<file path="src/rtl/irpw_pkg.sv">
// ---------------------------------------------------------------------------
// irpw_pkg: shared types and constants of the pulse-width IR frame sender
// Holds the beat payload structs, the register map and the register
// reset values.
// ---------------------------------------------------------------------------
package irpw_pkg;

  localparam int unsigned CFG_INDEX_W = 8;
  localparam int unsigned CFG_DATA_W  = 16;

  // Register map
  localparam logic [CFG_INDEX_W-1:0] REG_LONG_PULSE  = 8'd0;
  localparam logic [CFG_INDEX_W-1:0] REG_SHORT_PULSE = 8'd1;
  localparam logic [CFG_INDEX_W-1:0] REG_REPEAT_GAP  = 8'd2;
  localparam logic [CFG_INDEX_W-1:0] REG_END_PULSE   = 8'd3;

  // Register reset values, in ticks
  localparam logic [15:0] LONG_PULSE_RST  = 16'd1600;
  localparam logic [15:0] SHORT_PULSE_RST = 16'd800;
  localparam logic [15:0] REPEAT_GAP_RST  = 16'd3000;
  localparam logic [15:0] END_PULSE_RST   = 16'd400;

  // Command codes
  localparam logic CMD_TICK = 1'b0;
  localparam logic CMD_SEND = 1'b1;

  typedef struct packed {
    logic        command;
    logic [15:0] player_num;
    logic [15:0] payload;
  } in_item_t;

  typedef struct packed {
    logic ir_level;
    logic busy_res;
    logic rejected;
  } out_item_t;

  typedef struct packed {
    logic [15:0] long_pulse_ticks;
    logic [15:0] short_pulse_ticks;
    logic [15:0] repeat_gap_ticks;
    logic [15:0] end_pulse_ticks;
  } cfg_regs_t;

endpackage

</file>
<file path="src/rtl/irpw_engine.sv">
// ---------------------------------------------------------------------------
// irpw_engine: frame sequencer of the pulse-width IR sender
// Holds the pending request slot and the phase / bit / half / timer state;
// computes one result per step from the current state and the step's item.
// ---------------------------------------------------------------------------
module irpw_engine (
  input  logic                 clk,
  input  logic                 rst_n,
  input  logic                 step_en,
  input  irpw_pkg::in_item_t   item,
  input  irpw_pkg::cfg_regs_t  cfg,
  output irpw_pkg::out_item_t  res
);

  typedef enum logic [2:0] {
    PH_IDLE   = 3'd0,
    PH_FRAME  = 3'd1,
    PH_GAP    = 3'd2,
    PH_REPEAT = 3'd3,
    PH_END    = 3'd4
  } phase_t;

  phase_t      phase_r, phase_nxt;
  logic [3:0]  bit_pos_r, bit_pos_nxt;
  logic        high_r, high_nxt;
  logic [15:0] time_r, time_nxt;
  logic [15:0] frame_r, frame_nxt;
  logic        pend_r, pend_nxt;
  logic [15:0] pend_player_r, pend_player_nxt;
  logic [15:0] pend_payload_r, pend_payload_nxt;

  // A zero count lasts one tick.
  function automatic logic [15:0] dur(input logic [15:0] t);
    dur = (t == 16'd0) ? 16'd1 : t;
  endfunction

  function automatic logic level_of(input phase_t ph, input logic hi);
    logic lvl;
    lvl = 1'b0;
    if (ph == PH_FRAME || ph == PH_REPEAT) begin
      lvl = hi;
    end else if (ph == PH_END) begin
      lvl = 1'b1;
    end
    level_of = lvl;
  endfunction

  function automatic logic is_active(input phase_t ph);
    is_active = (ph == PH_FRAME) || (ph == PH_GAP) || (ph == PH_REPEAT) || (ph == PH_END);
  endfunction

  always_comb begin
    logic [3:0] bp_dec;
    phase_nxt        = phase_r;
    bit_pos_nxt      = bit_pos_r;
    high_nxt         = high_r;
    time_nxt         = time_r;
    frame_nxt        = frame_r;
    pend_nxt         = pend_r;
    pend_player_nxt  = pend_player_r;
    pend_payload_nxt = pend_payload_r;
    res              = '0;
    bp_dec           = 4'(bit_pos_r - 4'd1);

    if (item.command == irpw_pkg::CMD_SEND) begin
      // Overwrite the slot; report the line as it stands.
      pend_nxt         = 1'b1;
      pend_player_nxt  = item.player_num;
      pend_payload_nxt = item.payload;
      res.ir_level     = level_of(phase_r, high_r);
      res.busy_res     = is_active(phase_r);
    end else begin
      if (!is_active(phase_r)) begin
        phase_nxt = PH_IDLE;
        if (pend_r) begin
          pend_nxt = 1'b0;
          if (pend_player_r[15:5] != 11'd0 || pend_payload_r[15:5] != 11'd0) begin
            res.rejected = 1'b1;
          end else begin
            frame_nxt   = {1'b1, pend_payload_r[4:0] ^ pend_player_r[4:0],
                           pend_payload_r[4:0], pend_player_r[4:0]};
            phase_nxt   = PH_FRAME;
            bit_pos_nxt = 4'd15;
            high_nxt    = 1'b1;
            // Start bit is always a one.
            time_nxt    = dur(cfg.long_pulse_ticks);
          end
        end
      end

      if (phase_nxt != PH_IDLE) begin
        res.ir_level = level_of(phase_nxt, high_nxt);
        res.busy_res = 1'b1;
        time_nxt     = 16'(time_nxt - 16'd1);
        if (time_nxt == 16'd0) begin
          unique case (phase_nxt)
            PH_FRAME, PH_REPEAT: begin
              if (high_nxt) begin
                high_nxt = 1'b0;
                time_nxt = dur(frame_nxt[bit_pos_nxt] ? cfg.short_pulse_ticks
                                                      : cfg.long_pulse_ticks);
              end else if (bit_pos_nxt == 4'd0) begin
                if (phase_nxt == PH_FRAME) begin
                  phase_nxt = PH_GAP;
                  time_nxt  = dur(cfg.repeat_gap_ticks);
                end else begin
                  phase_nxt = PH_END;
                  time_nxt  = dur(cfg.end_pulse_ticks);
                end
              end else begin
                // Only reached from a running frame, so bit_pos_nxt is bit_pos_r.
                bit_pos_nxt = bp_dec;
                high_nxt    = 1'b1;
                time_nxt    = dur(frame_nxt[bp_dec] ? cfg.long_pulse_ticks
                                                    : cfg.short_pulse_ticks);
              end
            end
            PH_GAP: begin
              phase_nxt   = PH_REPEAT;
              bit_pos_nxt = 4'd15;
              high_nxt    = 1'b1;
              time_nxt    = dur(frame_nxt[15] ? cfg.long_pulse_ticks
                                              : cfg.short_pulse_ticks);
            end
            default: begin
              phase_nxt = PH_IDLE;
              time_nxt  = 16'd0;
            end
          endcase
        end
      end
    end
  end

  always_ff @(posedge clk) begin
    if (!rst_n) begin
      phase_r        <= PH_IDLE;
      bit_pos_r      <= 4'd0;
      high_r         <= 1'b0;
      time_r         <= 16'd0;
      frame_r        <= 16'd0;
      pend_r         <= 1'b0;
      pend_player_r  <= 16'd0;
      pend_payload_r <= 16'd0;
    end else if (step_en) begin
      phase_r        <= phase_nxt;
      bit_pos_r      <= bit_pos_nxt;
      high_r         <= high_nxt;
      time_r         <= time_nxt;
      frame_r        <= frame_nxt;
      pend_r         <= pend_nxt;
      pend_player_r  <= pend_player_nxt;
      pend_payload_r <= pend_payload_nxt;
    end
  end

endmodule

</file>
<file path="src/rtl/ir_pulse_width_frame_sender.sv">
// Output: each result beat is registered in the output register, or in the skid entry if stalled.
// Throughput: one input beat per cycle while in_stall is low; each beat (tick
// or send request) is handled in a single pass through the sequencer logic,
// while a two-entry result buffer (output register plus skid) absorbs a stalled output.
// Reset: synchronous, active low; clears the sequencer to idle with no pending
// request, empties the result buffer and loads the timing registers' defaults.
// ---------------------------------------------------------------------------
// ir_pulse_width_frame_sender: pulse-width infrared frame transmitter
// A send request parks a player id and a data value in a one-deep slot; an idle
// tick launches it, if both are at most 31, as a 16-bit frame sent twice with a gap,
// then a closing high pulse. Each input beat yields exactly one result beat.
// ---------------------------------------------------------------------------
module ir_pulse_width_frame_sender (
  input  logic                                 clk,
  input  logic                                 rst_n,
  // input channel
  input  logic                                 in_valid,
  output logic                                 in_stall,
  input  irpw_pkg::in_item_t                   in_data,
  // result channel
  output logic                                 out_valid,
  input  logic                                 out_stall,
  output irpw_pkg::out_item_t                  out_data,
  // configuration write port
  input  logic                                 cfg_we,
  input  logic [irpw_pkg::CFG_INDEX_W-1:0]     cfg_index,
  input  logic [irpw_pkg::CFG_DATA_W-1:0]      cfg_wdata
);

  irpw_pkg::cfg_regs_t  cfg_r;
  irpw_pkg::out_item_t  res;
  irpw_pkg::out_item_t  out_data_r;
  irpw_pkg::out_item_t  skid_r;
  logic                 out_valid_r;
  logic                 skid_valid_r;
  logic                 in_take;
  logic                 out_take;

  // Stall the input only when both result slots are full; the skid entry
  // only fills while the output register is held by a stalled receiver.
  assign in_stall  = skid_valid_r;
  assign in_take   = in_valid && !skid_valid_r;
  assign out_take  = out_valid_r && !out_stall;
  assign out_valid = out_valid_r;
  assign out_data  = out_data_r;

  // Sequencer: state advances exactly once per accepted input beat.
  irpw_engine u_engine (
    .clk     (clk),
    .rst_n   (rst_n),
    .step_en (in_take),
    .item    (in_data),
    .cfg     (cfg_r),
    .res     (res)
  );

  always_ff @(posedge clk) begin
    if (!rst_n) begin
      out_valid_r             <= 1'b0;
      skid_valid_r            <= 1'b0;
      cfg_r.long_pulse_ticks  <= irpw_pkg::LONG_PULSE_RST;
      cfg_r.short_pulse_ticks <= irpw_pkg::SHORT_PULSE_RST;
      cfg_r.repeat_gap_ticks  <= irpw_pkg::REPEAT_GAP_RST;
      cfg_r.end_pulse_ticks   <= irpw_pkg::END_PULSE_RST;
    end else begin
      // Register writes; drop writes to indexes beyond the map.
      if (cfg_we) begin
        unique case (cfg_index)
          irpw_pkg::REG_LONG_PULSE:  cfg_r.long_pulse_ticks  <= cfg_wdata;
          irpw_pkg::REG_SHORT_PULSE: cfg_r.short_pulse_ticks <= cfg_wdata;
          irpw_pkg::REG_REPEAT_GAP:  cfg_r.repeat_gap_ticks  <= cfg_wdata;
          irpw_pkg::REG_END_PULSE:   cfg_r.end_pulse_ticks   <= cfg_wdata;
          default: ;
        endcase
      end

      if (out_take || !out_valid_r) begin
        // Output register frees up: drain the skid first, else take the new beat.
        if (skid_valid_r) begin
          out_data_r   <= skid_r;
          out_valid_r  <= 1'b1;
          skid_valid_r <= 1'b0;
        end else if (in_take) begin
          out_data_r  <= res;
          out_valid_r <= 1'b1;
        end else begin
          out_valid_r <= 1'b0;
        end
      end else if (in_take) begin
        // Output held: park the fresh result in the skid entry.
        skid_r       <= res;
        skid_valid_r <= 1'b1;
      end
    end
  end

endmodule

</file>
<file path="config.mk">
export PLATFORM = sky130hd
export DESIGN_NAME = ir_pulse_width_frame_sender
export DESIGN_NICKNAME = d
export VERILOG_FILES = /design/src/rtl/irpw_pkg.sv /design/src/rtl/irpw_engine.sv /design/src/rtl/ir_pulse_width_frame_sender.sv
export SDC_FILE = /design/constraint.sdc
export NUM_CORES = 1
export LEC_CHECK = 0
export ABC_CLOCK_PERIOD_IN_PS = 6300
export BUFFER_PORTS_ARGS = -buffer_cell sky130_fd_sc_hd__buf_2
export CORE_AREA = 3 3 151 153
export DETAILED_ROUTE_END_ITERATION = 16
export DIE_AREA = 0 0 154 156
export GPL_ROUTABILITY_DRIVEN = 0
export MAX_ROUTING_LAYER = met4
export PLACE_DENSITY = 0.66
export SKIP_CTS_REPAIR_TIMING = 1
export SYNTH_ARGS = -nofsm -noshare
export SYNTH_HDL_FRONTEND = slang
export SYNTH_SLANG_ARGS = --single-unit
</file>
<file path="constraint.sdc">
create_clock -name clk -period 6.3 [get_ports clk]
set_input_delay 1.575 -clock clk [delete_from_list [all_inputs] [get_ports clk]]
set_output_delay 1.575 -clock clk [all_outputs]
set_load 0.02 [all_outputs]
</file>
Yosys cells after proc, flatten, opt, wreduce, memory -nomap -nowiden --
Cells that the tools add are included.
Operators by class: bitwise operators 4, $lt $le $gt $ge 2, eq/ne operators 12, $add $sub $neg 2, mux-type cells 71, reduce and logical (&&, ||, !) cells 36
Operator list (number):
- $mux W16 | 22
- $logic_not A16 Y1 | 7
- $mux W4 | 8
- $pmux W16 S2 | 1
- $mux W3 | 10
- $mux W1 | 23
- $reduce_bool A11 Y1 | 2
- $eq A8 B2 Y1 const B | 2
- $sub A16 B1 Y16 const B | 1
- $reduce_and A2 Y1 | 7
- $eq A3 B2 Y1 const B | 4
- $lt A4 B5 Y1 const B | 2
- $bmux W1 S4 | 2
- $eq A8 B1 Y1 const B | 1
- $logic_not A8 Y1 | 1
- $pmux W4 S2 | 1
- $logic_or A1 B1 Y1 | 7
- $eq A3 B1 Y1 const B | 2
- $eq A3 B3 Y1 const B | 2
- $pmux W3 S2 | 1
- $reduce_and A3 Y1 | 2
- $xor A5 B5 Y5 | 1
- $logic_not A4 Y1 | 1
- $mux W2 | 2
- other kinds (9) | 15
Word-level totals: bits of input ports 62, output and inout port bits 5, word-level logic and storage cells 147, register bits after elaboration 145

Longest topological paths before layout --
Gate-level depths: netlist (run 1).
depth after elaboration 16, gate-level depth with buffers 20

Hierarchy --
A second synthesis (run 1) with hierarchy kept.
Second synthesis, totals: cell total of the unflattened synthesis 1039, area, all modules 8803.4 µm²
By module, submodules not included:
- irpw_engine | area each 5970.7 µm², cells an instance 779, seq. area each 1461.4 µm², times used 1
- ir_pulse_width_frame_sender | area each 2832.7 µm², cells an instance 260, seq. area each 1501.4 µm², times used 1

Worst setup path before layout (run 1) --
No wires, ideal clock.
path kind reg-to-reg, start register u_engine.pend_player_r[5], end register u_engine.high_r, setup slack 1.324 ns, path buffers 4, clock period less this slack 4.976 ns, cell stages (with the launch flop) 19, required time 6.184 ns, arrival time 4.860 ns, cells stage by stage dfxtp_1 > nor4_2 > nand4_2 > nor3_4 > buf_2 > buf_2 > buf_1 > mux2i_1 > ha_1 > nor4b_1 > nand3_1 > xnor2_1 > mux2i_1 > a21boi_1 > nand4_1 > or4_4 > buf_6 > or4_1 > o211a_1
On the way: cells in the longest elaborated chain, start to end 12, elaborated cells between the ends (all ways) 31
Ends and longest elaborated chain:
- from (decl) | line irpw_engine.sv:29 | logic [15:0] pend_player_r, pend_player_nxt;
- from (signal assigned) | line irpw_engine.sv:152 | pend_player_r <= pend_player_nxt;
- $reduce_bool A11 Y1 (*) | line irpw_engine.sv:77 | if (pend_player_r[15:5] != 11'd0 || pend_payload_r[15:5] != 11'd0) begin
- $logic_or A1 B1 Y1 (*) | line irpw_engine.sv:77
- branches (longest 9 deep; another with $sub A16 B1 Y16)
- $mux W1 (*) | line irpw_engine.sv:91 | if (phase_nxt != PH_IDLE) begin
- to (signal assigned) | line irpw_engine.sv:148 | high_r <= high_nxt;
- to (decl) | line irpw_engine.sv:25 | logic high_r, high_nxt;
Every way passes the cells marked *. The select of a mux whose other input is x is not followed. A chain may end at the register's enable or synchronous reset.

Worst setup path in the final report (run 1) --
start register u_engine.pend_payload_r[12], end register u_engine.bit_pos_r[2]
On the way: cells in the longest elaborated chain, start to end 12, elaborated cells between the ends (all ways) 31
Ends and longest elaborated chain:
- from (decl) | line irpw_engine.sv:30 | logic [15:0] pend_payload_r, pend_payload_nxt;
- from (signal assigned) | line irpw_engine.sv:153 | pend_payload_r <= pend_payload_nxt;
- $reduce_bool A11 Y1 (*) | line irpw_engine.sv:77
- $logic_or A1 B1 Y1 (*) | line irpw_engine.sv:77
- branches (longest 9 deep; another with $sub A16 B1 Y16)
- $mux W4 (*) | line irpw_engine.sv:91
- to (signal assigned) | line irpw_engine.sv:147 | bit_pos_r <= bit_pos_nxt;
- to (decl) | line irpw_engine.sv:24 | logic [3:0] bit_pos_r, bit_pos_nxt;
Marks and branches as above.

==> results of run 1 <==
-- through the flow --
stage                     total power [mW]  instances
after floorplan                      1.125       1029
after detailed placement             1.198       1311
after global placement               1.195       1311
after global routing                 2.284       1342
after CTS                            2.216       1342
final                                2.211       1342
-- worst reg2reg max path: stages, from the launching register on --
cell      delay [ns]
dfxtp_1         0.33
nor4_2          0.33
nand4_2         0.25
nor2_1          0.18
nand3_1         0.47
a21oi_1         0.36
ha_1            0.33
nor4b_1         0.47
nand3_1         0.20
nor3_1          0.21
xor2_1          0.09
mux2i_1         0.25
o211ai_1        0.15
or4b_1          0.77
or2_1           0.37
o31ai_1         0.24
o211a_1         0.18
-- routing by layer --
metal / share of wire / track usage / up-vias
li1: - / - / 3741
met1: 0.47 / 0.2851 / 3664
met2: 0.45 / 0.3170 / 301
met3: 0.063 / 0.03828 / 47
met4: 0.025 / 0.07023 / 0
met5: 0 / - / -
-- cells in the mapped netlist, types with 18 or more instances --
cell / instances
nor4_1: 19
o21ai_0: 35
mux2i_1: 92
nand3_1: 20
a21oi_1: 40
dfxtp_1: 139
nor2b_1: 43
clkbuf_1: 61
a21boi_0: 54
nor2_1: 59
nor3_1: 29
nand2_1: 186
xnor2_1: 18
-- power by group --
part	total (mW)	internal (mW)	switching, mW	leakage [nW]
combinational	0.228	0.0918	0.136	2.34
sequential	0.953	0.938	0.0152	1.18
clock	1.03	0.608	0.422	0.281
total	2.21	1.64	0.574	3.81
-- cells by family (layout without fill, tap and decap cells) --
kind of cell,after synthesis,count (layout),synth area share
compound gates,227,227,0.1827
xor+xnor,31,31,0.03153
fa+ha+maj,3,3,0.004360
buf+inv,89,122,0.04330
flops,145,145,0.3441
mux,118,118,0.1540
simple gates,416,416,0.2400
-- flip-flops by register name, summed over array words and instances (netlist names) --
signal,count
cfg_r,64
u_engine.frame_r,16
u_engine.pend_payload_r,16
u_engine.pend_player_r,16
u_engine.time_r,16
u_engine.bit_pos_r,4
out_data,3
skid_r,3
u_engine.phase_r,3
in_stall,1
out_valid,1
u_engine.high_r,1
u_engine.pend_r,1
-- layout make-up --
type	instances	area [µm²]	area share
multi-input combinational	795	5283	0.5467
tap	280	350.3	0.03626
clock inverter	10	127.6	0.01321
clock buffer	21	460.4	0.04765
sequential	145	2963	0.3066
inverter	11	41.29	0.004273
timing repair buffer	80	437.9	0.04532
-- layout by cell type (no fill, tap or decap), types with 17 or more instances in the layout --
cell type | synthesis | layout
nor2b_1 | 43 | 43
clkbuf_16 | 0 | 17
nor2_1 | 59 | 58
nor4_1 | 19 | 19
nand2_1 | 186 | 186
nor3_1 | 29 | 29
dfxtp_1 | 139 | 139
a21boi_0 | 54 | 54
a21oi_1 | 40 | 40
xnor2_1 | 18 | 18
o21ai_0 | 35 | 35
nand3_1 | 20 | 20
buf_2 | 10 | 65
mux2i_1 | 92 | 92
-- how the worst max path moves through the flow --
stage | cells after the start | to | start
2_1_floorplan | 18 | u_engine.high_r | u_engine.pend_player_r[5]
6_report | 16 | u_engine.bit_pos_r[2] | u_engine.pend_payload_r[12]
3_3_place_gp | 16 | u_engine.bit_pos_r[2] | u_engine.pend_payload_r[12]
4_1_cts | 16 | u_engine.bit_pos_r[2] | u_engine.pend_payload_r[12]
5_1_grt | 16 | u_engine.bit_pos_r[2] | u_engine.pend_payload_r[12]
3_5_place_dp | 16 | u_engine.bit_pos_r[2] | u_engine.pend_payload_r[12]
==> flow_metrics.tcl, run 1 <==
set metrics [dict create \
    timing.rr.end "u_engine.bit_pos_r[2]" \
    die_h_um 156 \
    holdPathStages 2 \
    setup_ws_ns 1.055 \
    async_flop_share 0 \
    start_util 0.3970 \
    synth_edf_count 6 \
    place_area_um2 9075 \
    syn_nets 1094 \
    arrival_ns 5.61 \
    synth.distinct_cells 76 \
    period_minus_slack_ns 5.245 \
    critPathTopFamily "simple AND/OR/NAND/NOR gates" \
    reg2reg_depth 16 \
    drc_errors 0 \
    area_growth_pct 12.22 \
    drive_above_1_share 0.1516 \
    fp.coreArea_um2 21690 \
    worstPathMaxFanout 13 \
    die-area_um2 24020 \
    ys_ff_latch 145 \
    synth_area_leaders "dfxtp_1 32%, mux2i_1 11%, nand2_1 8.1%" \
    dieWidth_um 154 \
    detailed_place_hpwl_um 17320 \
    ctsLongestPathBuffers 2 \
    slowest_delay_ns 0.77 \
    dr_total_vias 7753 \
    cts.sinks 145 \
    yosysTopAreaCell "dfxtp_1" \
    grt-ovfl-total 0 \
    max_cap_viol_count 0 \
    fin_util 0.4455 \
    final_area_um2 9663 \
    cts.clk_slew.worst_paths_ns 0.06 \
    routedWlPerCell_um 18.25 \
    outcome "finished, final reports clean" \
    rsz0062_at_grt "false" \
    syn_area_um2 8611 \
    worstPathRequired_ns 6.67 \
    hp-start "u_engine.pend_player_r[12]" \
    yosys.area.top_type_share 0.3232 \
    cts.htree.levels 4 \
    cp-end-kind "flop" \
    ioPinCount 67 \
    finalHoldViolCount 0 \
    fin_worst_skew_ns 0.01404 \
    setup_viol 0 \
    synthFlopType "dfxtp_1" \
    antenna_found_initial 0 \
    min_path_type "flop to flop" \
    clk_latency_ns 0.43 \
    hold_end "u_engine.pend_player_r[12]" \
    seq_area_frac_synth 0.3441 \
    rows 54 \
    crit_path_frequent_cell "nand3_1" \
    grt_pass1_wl_um 40140 \
    crit_slowest_cell "or4b_1" \
    maxSlewViolCount 0 \
    vias_per_cell 5.777 \
    first_pass_iters 5 \
    first_iter_violations 705 \
    grt_pass1_vias 7357 \
    drtAntennaViolNets 0 \
    crit_type "flop to flop" \
    path_buf_inv 0 \
    p_leak_nw 3.805 \
    power.density_nw_per_um2 228.8 \
    yosysWarnings 0 \
    r2r_setup_slack_ns 1.05 \
    portBuffers 66 \
    fill_cells 2098 \
    fin_crit_sh 0.8326 \
    grt_max_degree 83 \
    diodes 0 \
    synth.avg_cell_area_um2 8.368 \
    post-place-ws_ns 1.165 \
    syn_inst 1029 \
    setup_tns_ns 0 \
    crit_chain "nor4_2, nand4_2, nor2_1, nand3_1, a21oi_1, ha_1, nor4b_1, nand3_1, nor3_1, xor2_1, mux2i_1, o211ai_1, or4b_1, or2_1, o31ai_1, o211a_1" \
    r2r_start "u_engine.pend_payload_r[12]" \
    cts_buffers 17 \
    tightest_slew_ns 1.153 \
    cts_tree "done" \
    nets 1115 \
    max_slew_margin 0.2305 \
    start_kind "flop" \
    hold_ws_ns 0.4661 \
    gr-usage-all-layers 0.2101 \
    ir_drop_v 0.0001786 \
    fmax_mhz 190.6 \
    drt_wl_total_um 24500 \
    root_buffer "clkbuf_16" \
]
(Power assumes the default switching activity.)
==> run 2, diff against run 1 <==
--- a/config.mk
+++ b/config.mk
@@ -5,14 +5,14 @@
 export SDC_FILE = /design/constraint.sdc
 export NUM_CORES = 1
 export LEC_CHECK = 0
-export ABC_CLOCK_PERIOD_IN_PS = 6300
+export ABC_CLOCK_PERIOD_IN_PS = 4300
 export BUFFER_PORTS_ARGS = -buffer_cell sky130_fd_sc_hd__buf_2
 export CORE_AREA = 3 3 151 153
 export DETAILED_ROUTE_END_ITERATION = 16
 export DIE_AREA = 0 0 154 156
 export GPL_ROUTABILITY_DRIVEN = 0
 export MAX_ROUTING_LAYER = met4
-export PLACE_DENSITY = 0.66
+export PLACE_DENSITY = 0.69
 export SKIP_CTS_REPAIR_TIMING = 1
 export SYNTH_ARGS = -nofsm -noshare
 export SYNTH_HDL_FRONTEND = slang
==> constraint.sdc (replaced) <==
create_clock -name clk -period 4.3 [get_ports clk]
set_input_delay 1.075 -clock clk [delete_from_list [all_inputs] [get_ports clk]]
set_output_delay 1.075 -clock clk [all_outputs]
set_load 0.02 [all_outputs]
==> flow_metrics.tcl, run 2 (synthesized netlist as in run 1, its figures left out) <==
set metrics [dict create \
    dieWidth_um 154 \
    area_growth_pct 17.55 \
    gr-usage-all-layers 0.2098 \
    cts.htree.levels 4 \
    ioPinCount 67 \
    root_buffer "clkbuf_16" \
    cts_buffers 17 \
    power.density_nw_per_um2 320.3 \
    r2r_setup_slack_ns 0.12 \
    cts.clk_slew.worst_paths_ns 0.06 \
    arrival_ns 4.54 \
    grt-ovfl-total 0 \
    outcome "finished, final reports clean" \
    antenna_found_initial 0 \
    fin_crit_sh 0.9720 \
    vias_per_cell 5.801 \
    crit_chain "or4_4, nor2_2, and4b_1, nor2_2, nor2_1, a21oi_2, ha_4, nor3b_2, xnor2_1, nor3b_2, mux2i_1, nor3b_1, nand4b_1, or4b_4, buf_6, o32ai_1, a211oi_1, a21oi_1" \
    grt_pass1_vias 7392 \
    max_cap_viol_count 0 \
    period_minus_slack_ns 4.180 \
    setup_viol 0 \
    worstPathMaxFanout 9 \
    diodes 0 \
    fill_cells 2043 \
    worstPathRequired_ns 4.66 \
    p_leak_nw 4.058 \
    p_clk_frac 0.459 \
    fin_cells 1385 \
    die_h_um 156 \
    largest-register "cfg_r" \
    cts_tree "done" \
    start_kind "flop" \
    slowest_delay_ns 0.58 \
    maxSlewViolCount 0 \
    portBuffers 66 \
    first_iter_violations 943 \
    die-area_um2 24020 \
    critPathTopFamily "simple AND/OR/NAND/NOR gates" \
    fmax_mhz 239.2 \
    dr_total_vias 8035 \
    fin_worst_skew_ns 0.008465 \
    power.switching_mw 0.8566 \
    cp-end-kind "flop" \
    path_buf_inv 1 \
    grt_max_degree 58 \
    finalHoldViolCount 0 \
    detailed_place_hpwl_um 17810 \
    switching_share 0.2642 \
    multiInputGateArea_um2 5428 \
    crit_type "flop to flop" \
    first_pass_iters 6 \
    drive_above_1_share 0.2036 \
    final_common_cell "nand2_1" \
    max_slew_margin 0.1334 \
    ir_drop_v 0.0002762 \
    design_power_total_mw 3.242 \
    grt_pass1_wl_um 39700 \
    dpl.cell_count 1349 \
    nets 1157 \
    start_util 0.3970 \
    tightest_slew_ns 1.300 \
    regArea_um2 2963 \
    routedWlPerCell_um 18.04 \
    drc_errors 0 \
    cts.sinks 145 \
    p_int_mw 2.386 \
    comb_power_share 0.110 \
    min_path_type "flop to flop" \
    largest_register_ffs 64 \
    fp.coreArea_um2 21690 \
    ctsLongestPathBuffers 2 \
    crit_slowest_cell "or4_4" \
    drt_wl_total_um 24990 \
    drtAntennaViolNets 0 \
    final_cell_mix "185 x nand2_1, 139 x dfxtp_1, 91 x mux2i_1" \
    clk_latency_ns 0.43 \
    pwr-share-seq 0.431 \
    rows 54 \
]
==> run 2: cell type report <==
| type | instances | share of cell area |
|---|---|---|
| clock buffer | 18 | 0.04240 |
| clock inverter | 14 | 0.01483 |
| inverter | 11 | 0.004079 |
| multi-input combinational | 795 | 0.5362 |
| sequential | 145 | 0.2927 |
| tap | 280 | 0.03461 |
| timing repair buffer | 122 | 0.07515 |
==> run 2: power groups by stage <==
| stage | clock (mW) | combinational (mW) | sequential, mW |
|---|---|---|---|
| after floorplan | 0 | 0.236 | 1.42 |
| after global placement | 0 | 0.343 | 1.42 |
| after detailed placement | 0 | 0.346 | 1.43 |
| after CTS | 1.50 | 0.347 | 1.39 |
| after global routing | 1.56 | 0.391 | 1.40 |
| final | 1.49 | 0.358 | 1.40 |
==> run 2: stage by stage <==
stage / util / setup slack (ns) / cell area (µm²) / setup TNS (ns) / hold slack [ns]
final: 0.4667 / 0.1202 / 10120 / 0 / 0.4676
after global routing: 0.4667 / -0.04841 / 10120 / -0.2618 / 0.4969
after CTS: 0.4612 / 0.04516 / 10000 / 0 / 0.4688
after detailed placement: 0.4345 / 0.08219 / 9423 / 0 / 0.4602
after global placement: 0.4345 / 0.1697 / 9423 / 0 / 0.4517
after floorplan: - / -0.07087 / 8693 / -0.07087 / 0.4431
==> run 2: path summary, 6_finish.rpt <==
path | startpoint | end | cells past startpoint
worst min-delay path | u_engine.pend_player_r[12] | u_engine.pend_player_r[12] | 2
worst min register to register | u_engine.pend_player_r[12] | u_engine.pend_player_r[12] | 2
worst max register to register | cfg_r[63] | u_engine.time_r[1] | 18
worst max-delay path | cfg_r[63] | u_engine.time_r[1] | 18
==> run 2: layer usage <==
| layer | global-route usage | share of wire | vias up |
|---|---|---|---|
| li1 | - | - | 3833 |
| met1 | 0.2790 | 0.44 | 3739 |
| met2 | 0.3074 | 0.44 | 387 |
| met3 | 0.04244 | 0.079 | 76 |
| met4 | 0.09588 | 0.040 | 0 |
| met5 | - | 0 | - |
==> run 2: worst register-to-register path: stages, from the launching register on <==
cell and delay [ns]:
dfxtp_1 0.31, or4_4 0.58, nor2_2 0.12, and4b_1 0.24, nor2_2 0.09, nor2_1 0.14
a21oi_2 0.07, ha_4 0.22, nor3b_2 0.17, xnor2_1 0.18, nor3b_2 0.23, mux2i_1 0.15
nor3b_1 0.27, nand4b_1 0.12, or4b_4 0.51, buf_6 0.18, o32ai_1 0.27, a211oi_1 0.09
a21oi_1 0.17
